### src/sv/bss_pkg.sv
`default_nettype none

package bss_pkg;

  // Operation codes of a request
  localparam logic [1:0] OpTick  = 2'd0;
  localparam logic [1:0] OpBemf  = 2'd1;
  localparam logic [1:0] OpStart = 2'd2;
  localparam logic [1:0] OpStop  = 2'd3;

  // Configuration register indexes
  localparam logic [2:0] RegPrechargeTicks = 3'd0;
  localparam logic [2:0] RegAlignTicks     = 3'd1;
  localparam logic [2:0] RegAlignCode      = 3'd2;
  localparam logic [2:0] RegAlignDuty      = 3'd3;
  localparam logic [2:0] RegStartDuty      = 3'd4;
  localparam logic [2:0] RegStepTicks      = 3'd5;
  localparam logic [2:0] RegMaxSteps       = 3'd6;
  localparam logic [2:0] RegConfirmCount   = 3'd7;

  localparam int unsigned CfgIdxW  = 3;
  localparam int unsigned CfgDataW = 16;

  // Configuration reset values
  localparam logic [15:0] PrechargeTicksRst = 16'd50;
  localparam logic [15:0] AlignTicksRst     = 16'd50;
  localparam logic [2:0]  AlignCodeRst      = 3'd5;
  localparam logic [11:0] AlignDutyRst      = 12'd1000;
  localparam logic [11:0] StartDutyRst      = 12'd500;
  localparam logic [15:0] StepTicksRst      = 16'd28;
  localparam logic [15:0] MaxStepsRst       = 16'd200;
  localparam logic [7:0]  ConfirmCountRst   = 8'd3;

  localparam logic [2:0] LastStep = 3'd5;

  typedef struct packed {
    logic [1:0] operation;
    logic [2:0] bemf_bits;
  } in_t;

  typedef struct packed {
    logic [2:0]  phase;
    logic        drive_enabled;
    logic        low_sides_on;
    logic [2:0]  commutation_code;
    logic        commutation_strobe;
    logic [11:0] duty;
    logic        started;
  } out_t;

  // Expected back-EMF pattern of each open-loop step; unused indexes read as 5
  function automatic logic [2:0] bemf_expect(input logic [2:0] idx);
    logic [2:0] v;
    unique case (idx)
      3'd0:    v = 3'h5;
      3'd1:    v = 3'h1;
      3'd2:    v = 3'h3;
      3'd3:    v = 3'h2;
      3'd4:    v = 3'h6;
      3'd5:    v = 3'h4;
      default: v = 3'h5;
    endcase
    return v;
  endfunction

endpackage

`default_nettype wire

### src/sv/bldc_sensorless_startup_sequencer.sv
// Sensorless six-step BLDC start sequencer.
// Request channel (in_valid_i / in_ready_o / in_req_i) carries one event per
// request: a time tick, a back-EMF comparator sample, a start or a stop.
// Every accepted request yields exactly one response on out_valid_o /
// out_ready_i / out_rsp_o with the phase, bridge controls, duty and the
// started flag as they stand after that request.
// Responses are registered. Requests are taken one per cycle while in_ready_o
// is high; the sequencer state updates in the same edge that accepts the
// request, so the next request sees it immediately.
// The output register is backed by a one-entry skid register, so one more
// request is taken while a response waits; in_ready_o drops only when both
// are full and returns as soon as the receiver takes a response.
// Reset: phase idle, outputs off, counters cleared, configuration back to
// defaults, no response pending. Configuration writes (cfg_we_i) take effect
// at once and must only be issued while the sequencer has no request in
// flight.
`default_nettype none

module bldc_sensorless_startup_sequencer (
  input  wire logic                          clk_i,
  input  wire logic                          rst_ni,
  input  wire logic                          cfg_we_i,
  input  wire logic [bss_pkg::CfgIdxW-1:0]   cfg_idx_i,
  input  wire logic [bss_pkg::CfgDataW-1:0]  cfg_wdata_i,
  input  wire logic                          in_valid_i,
  output logic                               in_ready_o,
  input  wire bss_pkg::in_t                  in_req_i,
  output logic                               out_valid_o,
  input  wire logic                          out_ready_i,
  output bss_pkg::out_t                      out_rsp_o
);

  typedef enum logic [2:0] {
    PhIdle      = 3'd0,
    PhPrecharge = 3'd1,
    PhAlign     = 3'd2,
    PhOpen      = 3'd3,
    PhRun       = 3'd4,
    PhFault     = 3'd5
  } phase_e;

  // Configuration registers
  logic [15:0] precharge_ticks_q, align_ticks_q, step_ticks_q, max_steps_q;
  logic [2:0]  align_code_q;
  logic [11:0] align_duty_q, start_duty_q;
  logic [7:0]  confirm_count_q;

  // Sequencer state
  phase_e      phase_q, phase_d;
  logic [15:0] tick_q, tick_d;
  logic [2:0]  step_idx_q, step_idx_d;
  logic [15:0] step_total_q, step_total_d;
  logic [7:0]  streak_q, streak_d;
  logic        started_q, started_d;
  logic        drv_en_q, drv_en_d;
  logic        low_on_q, low_on_d;
  logic [2:0]  code_q, code_d;
  logic [11:0] duty_q, duty_d;
  logic        strobe;

  // Response register and skid
  logic          out_valid_q, skid_valid_q;
  bss_pkg::out_t out_q, skid_q, rsp;

  logic        in_fire, out_fire;
  logic [15:0] tick_inc, step_total_inc;
  logic [2:0]  step_idx_next;
  logic [7:0]  streak_new;
  logic        started_new;

  assign in_ready_o  = !skid_valid_q;
  assign in_fire     = in_valid_i && in_ready_o;
  assign out_fire    = out_valid_q && out_ready_i;
  assign out_valid_o = out_valid_q;
  assign out_rsp_o   = out_q;

  // Saturating increments shared by the timed phases
  assign tick_inc       = (tick_q == 16'hFFFF) ? tick_q : tick_q + 16'd1;
  assign step_total_inc = (step_total_q == 16'hFFFF) ? step_total_q : step_total_q + 16'd1;
  assign step_idx_next  = (step_idx_q >= bss_pkg::LastStep) ? 3'd0 : step_idx_q + 3'd1;

  // Streak update for a back-EMF sample while not yet synchronized
  always_comb begin
    if (in_req_i.bemf_bits == bss_pkg::bemf_expect(step_idx_q)) begin
      streak_new = (streak_q == 8'hFF) ? streak_q : streak_q + 8'd1;
    end else begin
      streak_new = 8'd0;
    end
    started_new = started_q || (streak_new >= confirm_count_q);
  end

  always_comb begin
    phase_d      = phase_q;
    tick_d       = tick_q;
    step_idx_d   = step_idx_q;
    step_total_d = step_total_q;
    streak_d     = streak_q;
    started_d    = started_q;
    drv_en_d     = drv_en_q;
    low_on_d     = low_on_q;
    code_d       = code_q;
    duty_d       = duty_q;
    strobe       = 1'b0;
    unique case (in_req_i.operation)
      bss_pkg::OpStart: begin
        // restart precharge; step index carries over to the next open loop
        phase_d      = PhPrecharge;
        tick_d       = 16'd0;
        step_total_d = 16'd0;
        streak_d     = 8'd0;
        started_d    = 1'b0;
        drv_en_d     = 1'b1;
        low_on_d     = 1'b1;
      end
      bss_pkg::OpStop: begin
        phase_d  = PhIdle;
        drv_en_d = 1'b0;
        low_on_d = 1'b0;
      end
      bss_pkg::OpTick: begin
        unique case (phase_q)
          PhPrecharge: begin
            tick_d = tick_inc;
            if (tick_inc >= precharge_ticks_q) begin
              low_on_d = 1'b0;
              code_d   = align_code_q;
              duty_d   = align_duty_q;
              strobe   = 1'b1;
              tick_d   = 16'd0;
              phase_d  = PhAlign;
            end
          end
          PhAlign: begin
            tick_d = tick_inc;
            if (tick_inc >= align_ticks_q) begin
              duty_d     = start_duty_q;
              step_idx_d = step_idx_next;
              code_d     = bss_pkg::bemf_expect(step_idx_next);
              tick_d     = 16'd0;
              strobe     = 1'b1;
              phase_d    = PhOpen;
            end
          end
          PhOpen: begin
            tick_d = tick_inc;
            if (tick_inc >= step_ticks_q) begin
              step_total_d = step_total_inc;
              // step limit wins over a completed sync
              if (step_total_inc >= max_steps_q) begin
                phase_d  = PhFault;
                drv_en_d = 1'b0;
                low_on_d = 1'b0;
              end else if (started_q) begin
                phase_d = PhRun;
              end else begin
                step_idx_d = step_idx_next;
                code_d     = bss_pkg::bemf_expect(step_idx_next);
                tick_d     = 16'd0;
                strobe     = 1'b1;
              end
            end
          end
          default: ;  // idle, run, fault: ticks ignored
        endcase
      end
      default: begin  // back-EMF sample
        if (phase_q == PhOpen || phase_q == PhRun) begin
          if (!started_q) begin
            streak_d  = streak_new;
            started_d = started_new;
          end
          if (started_new) begin
            code_d = in_req_i.bemf_bits;
            strobe = 1'b1;
          end
        end
      end
    endcase
  end

  always_comb begin
    rsp.phase              = phase_d;
    rsp.drive_enabled      = drv_en_d;
    rsp.low_sides_on       = low_on_d;
    rsp.commutation_code   = code_d;
    rsp.commutation_strobe = strobe;
    rsp.duty               = duty_d;
    rsp.started            = started_d;
  end

  always_ff @(posedge clk_i or negedge rst_ni) begin
    if (!rst_ni) begin
      precharge_ticks_q <= bss_pkg::PrechargeTicksRst;
      align_ticks_q     <= bss_pkg::AlignTicksRst;
      align_code_q      <= bss_pkg::AlignCodeRst;
      align_duty_q      <= bss_pkg::AlignDutyRst;
      start_duty_q      <= bss_pkg::StartDutyRst;
      step_ticks_q      <= bss_pkg::StepTicksRst;
      max_steps_q       <= bss_pkg::MaxStepsRst;
      confirm_count_q   <= bss_pkg::ConfirmCountRst;
    end else if (cfg_we_i) begin
      unique case (cfg_idx_i)
        bss_pkg::RegPrechargeTicks: precharge_ticks_q <= cfg_wdata_i;
        bss_pkg::RegAlignTicks:     align_ticks_q     <= cfg_wdata_i;
        bss_pkg::RegAlignCode:      align_code_q      <= cfg_wdata_i[2:0];
        bss_pkg::RegAlignDuty:      align_duty_q      <= cfg_wdata_i[11:0];
        bss_pkg::RegStartDuty:      start_duty_q      <= cfg_wdata_i[11:0];
        bss_pkg::RegStepTicks:      step_ticks_q      <= cfg_wdata_i;
        bss_pkg::RegMaxSteps:       max_steps_q       <= cfg_wdata_i;
        default:                    confirm_count_q   <= cfg_wdata_i[7:0];
      endcase
    end
  end

  always_ff @(posedge clk_i or negedge rst_ni) begin
    if (!rst_ni) begin
      phase_q      <= PhIdle;
      tick_q       <= 16'd0;
      step_idx_q   <= 3'd0;
      step_total_q <= 16'd0;
      streak_q     <= 8'd0;
      started_q    <= 1'b0;
      drv_en_q     <= 1'b0;
      low_on_q     <= 1'b0;
      code_q       <= 3'd0;
      duty_q       <= 12'd0;
    end else if (in_fire) begin
      phase_q      <= phase_d;
      tick_q       <= tick_d;
      step_idx_q   <= step_idx_d;
      step_total_q <= step_total_d;
      streak_q     <= streak_d;
      started_q    <= started_d;
      drv_en_q     <= drv_en_d;
      low_on_q     <= low_on_d;
      code_q       <= code_d;
      duty_q       <= duty_d;
    end
  end

  // Response register with one skid entry
  always_ff @(posedge clk_i or negedge rst_ni) begin
    if (!rst_ni) begin
      out_valid_q  <= 1'b0;
      skid_valid_q <= 1'b0;
    end else if (skid_valid_q) begin
      if (out_fire) begin
        skid_valid_q <= 1'b0;
      end
    end else if (in_fire) begin
      if (out_valid_q && !out_ready_i) begin
        skid_valid_q <= 1'b1;
      end else begin
        out_valid_q <= 1'b1;
      end
    end else if (out_fire) begin
      out_valid_q <= 1'b0;
    end
  end

  always_ff @(posedge clk_i) begin
    if (skid_valid_q) begin
      if (out_fire) begin
        out_q <= skid_q;
      end
    end else if (in_fire) begin
      if (out_valid_q && !out_ready_i) begin
        skid_q <= rsp;
      end else begin
        out_q <= rsp;
      end
    end
  end

endmodule

`default_nettype wire

### config.mk
export PLATFORM = sky130hd
export DESIGN_NAME = bldc_sensorless_startup_sequencer
export DESIGN_NICKNAME = d
export VERILOG_FILES = /design/src/sv/bss_pkg.sv /design/src/sv/bldc_sensorless_startup_sequencer.sv
export SDC_FILE = /design/constraint.sdc
export NUM_CORES = 1
export LEC_CHECK = 0
export BUFFER_PORTS_ARGS = -buffer_cell sky130_fd_sc_hd__buf_4
export CORE_MARGIN = 2
export CORE_UTILIZATION = 55
export CTS_CLUSTER_DIAMETER = 200
export DETAILED_ROUTE_END_ITERATION = 16
export PLACE_DENSITY = 0.83
export SYNTH_ARGS = -nofsm -noshare
export SYNTH_HDL_FRONTEND = slang
export SYNTH_SLANG_ARGS = --single-unit
### constraint.sdc
create_clock -name clk_i -period 9.86 [get_ports clk_i]
set_clock_uncertainty 0.15 [all_clocks]
set_input_delay 2.465 -clock clk_i [delete_from_list [all_inputs] [get_ports clk_i]]
set_output_delay 2.465 -clock clk_i [all_outputs]
set_load 0.01 [all_outputs]
==> results.cfg <==
[status]
outcome = complete, no violations

[yosys]
avgSynthCellArea_um2 = 10.53
synthArstFlopShare_pct = 78.95
synth_cell_types = 71
syn_nets = 1209
synth_top_flop_cell = dfrtp_1
yosysTopAreaCellShare_pct = 29.70
synth_top_area_cell = dfrtp_1
synth_area_um2 = 11540
synth_edf_count = 44
ys_ff_latch = 209
ys_warn_count = 0
postSynthCellCount = 1096
synthTopCellsByArea = dfrtp_1 (30%), edfxtp_1 (11%), mux2_2 (10%)
ys_seq_area_share_pct = 47.52

[timing]
finalCritPeriodShare_pct = 55.24
slew_headroom_pct = 26.51
min_period_ns = 5.447
fmax_mhz = 183.6
hold_viol_final = 0
setup_tns_ns = 0
slew_violations = 0
grt_setup_unrepaired = no
setup_viol = 0
worst_slew_pin_slew_ns = 1.102

[power]
power.density_nw_per_um2 = 205.0
finalPower_w = 0.002656
leakagePower_nw = 5.768
p_clk_share_pct = 32.9
p_int_w = 0.001863
ir_worst_vdd_mv = 0.1702
switching_share_pct = 29.85
pwr-share-seq_pct = 44.0
pwr-share-comb_pct = 23.1
power_switching_w = 0.0007928

[routing]
wirelength_mm = 26.59
post_drt_via_cell_ratio = 5.992
ant_nets = 0
drt-pass1-iter-count = 5
drtIter0Drc = 643
via_count = 8538
wl_per_cell_um = 18.66
drc_errors = 0

[global_route]
grt_overflow = 0
first_global_vias = 8517
grt_antenna_before_repair = 0
grt_use_total_pct = 24.19
grt_max_degree = 102
grt_pass1_wl_mm = 42.99

[placement]
dp_hpwl_mm = 18.25
io_buffers = 52
dp_cells = 1383
place_congestion = 0.9302

[cells_and_area]
fillers = 1557
antennaDiodeCount = 0
mostFrequentLayoutCells = dfrtp_1 (137), nand2_1 (114), mux2_2 (107), inv_1 (85), o21ai_0 (85)
num-nets-final = 1251
final_cells = 1425
fin_util_pct = 63.41
drive_gt1_share_pct = 21.99
layout.cells.most_common = dfrtp_1
area_growth_pct = 12.24

[die]
core_um2 = 20430
die_w_um = 148.9
dieArea_um2 = 22160
fp.dieH_um = 148.9
io_pins = 53
start_util_pct = 56.50
rows = 52

[critical_path]
reg2reg_slack_ns = 4.41
end_kind = flip-flop
cp_max_fo = 18
worst_setup_path_start_kind = flip-flop
regToRegEndpoint = tick_q[9]
worstSetupStartpoint = tick_q[3]
r2r-start = tick_q[3]
arrival_ns = 5.73
crit_path_end = tick_q[9]
worst-setup-path-type = reg2reg
worstRegToRegCells = 16
crit_required_ns = 10.14

[clock_tree]
clk_latency_ns = 0.53
ctsResizeCount = 0
cts_setup_buffers = 0
htree_levels = 1
hold_buffers = 0
cts_tree = yes
path_clk_slew_ns = 0.06
root_buffer = clkbuf_16
cts_sinks = 209
cts_buffer_depth = 3
cts_buffers = 23

[worst_hold_path]
worstHoldPathType = reg2reg

[run]
maxCapViolCount = 0
## how the worst min path moves through the flow
stage / start / to / cells past startpoint
3_5_place_dp: step_ticks_q[6] / step_ticks_q[6] / 1
2_1_floorplan: streak_q[7] / streak_q[7] / 2
3_3_place_gp: max_steps_q[11] / max_steps_q[11] / 1
5_1_grt: max_steps_q[11] / max_steps_q[11] / 1
6_report: step_ticks_q[9] / step_ticks_q[9] / 1
4_1_cts: step_ticks_q[6] / step_ticks_q[6] / 1
## power by group through the flow
| stage | clock (W) | combinational, W | sequential [W] |
|---|---|---|---|
| after floorplan | 0 | 0.000387 | 0.00117 |
| after CTS | 0.000885 | 0.000610 | 0.00117 |
| after global placement | 0 | 0.000581 | 0.00117 |
| final | 0.000875 | 0.000613 | 0.00117 |
| after detailed placement | 0 | 0.000605 | 0.00118 |
| after global routing | 0.000927 | 0.000674 | 0.00118 |
## routing by layer
metal | track usage [%] | part of all wire [%] | vias up
met3 | 3.792 | 6.6 | 55
li1 | - | - | 4028
met5 | 0 | 0 | -
met1 | 32.17 | 42 | 4159
met4 | 8.905 | 2.9 | 0
met2 | 40.39 | 48 | 296
## cell usage after synthesis (27+ instances only)
cell and instances:
nor2_1 45, nand4_1 27, dfrtp_1 137, o21ai_0 85, nand2_1 114, nand3_1 30
inv_1 85, a21oi_1 41, dfstp_2 28, clkbuf_1 32, mux2_2 107, ha_1 84
edfxtp_1 44
## registers in the layout, summed over array words and instances (netlist names)
| signal | cells |
|---|---|
| skid_q | 22 |
| max_steps_q | 16 |
| low_on_q | 1 |
| phase_q | 3 |
| started_q | 1 |
| step_total_q | 16 |
| align_duty_q | 12 |
| confirm_count_q | 8 |
| align_ticks_q | 16 |
| step_idx_q | 3 |
| step_ticks_q | 16 |
| streak_q | 8 |
| skid_valid_q | 1 |
| align_code_q | 3 |
| code_q | 3 |
| tick_q | 16 |
| duty_q | 12 |
| out_rsp_o | 22 |
| precharge_ticks_q | 16 |
| start_duty_q | 12 |
| out_valid_o | 1 |
| drv_en_q | 1 |
## worst max-delay path, cell delays in order (launching register included)
cell      delay (ns)
dfrtp_1         0.48
and4_1          0.26
nand4_1         0.17
nor2_1          0.35
nand3_1         0.38
nand3_1         0.23
nor2_1          0.07
xor2_1          0.35
ha_1            0.35
a21oi_1         0.16
a21boi_1        0.10
o31ai_1         0.37
nand4_1         0.42
o21ai_0         0.40
and3_1          0.70
a41oi_1         0.22
a31oi_1         0.19
## final cells by class
type,count,area (um^2),area share [%]
Timing Repair Buffer,61,461.7,3.564
Clock buffer,31,676.9,5.225
Sequential cell,209,5485,42.34
Tap cell,270,337.8,2.608
Multi-Input combinational cell,758,5570,43.00
Clock inverter,11,103.9,0.8016
Inverter,85,319.1,2.463
## stage by stage
step	setup WS, ns	cell area, um^2	hold WS, ns
2_1_floorplan	4.121	11540	0.3214
3_3_place_gp	4.029	12170	0.3375
3_5_place_dp	3.954	12170	0.3431
4_1_cts	4.485	12950	0.3566
5_1_grt	4.127	12950	0.3655
6_report	4.413	12950	0.3535
## logic make-up (layout without fill, tap and decap cells)
logic type	Yosys count	count (layout)	share of synthesized area (%)
AOI/OAI and AO/OA	243	243	13.84
xor gates and xnor gates	28	28	2.125
adders and majority gates	84	84	9.106
buffers and inverters	129	188	4.358
DFF	209	209	47.52
muxes	113	113	11.00
and+or+nand+nor	290	290	12.04
No activity file was read; power rests on OpenSTA's default activity.
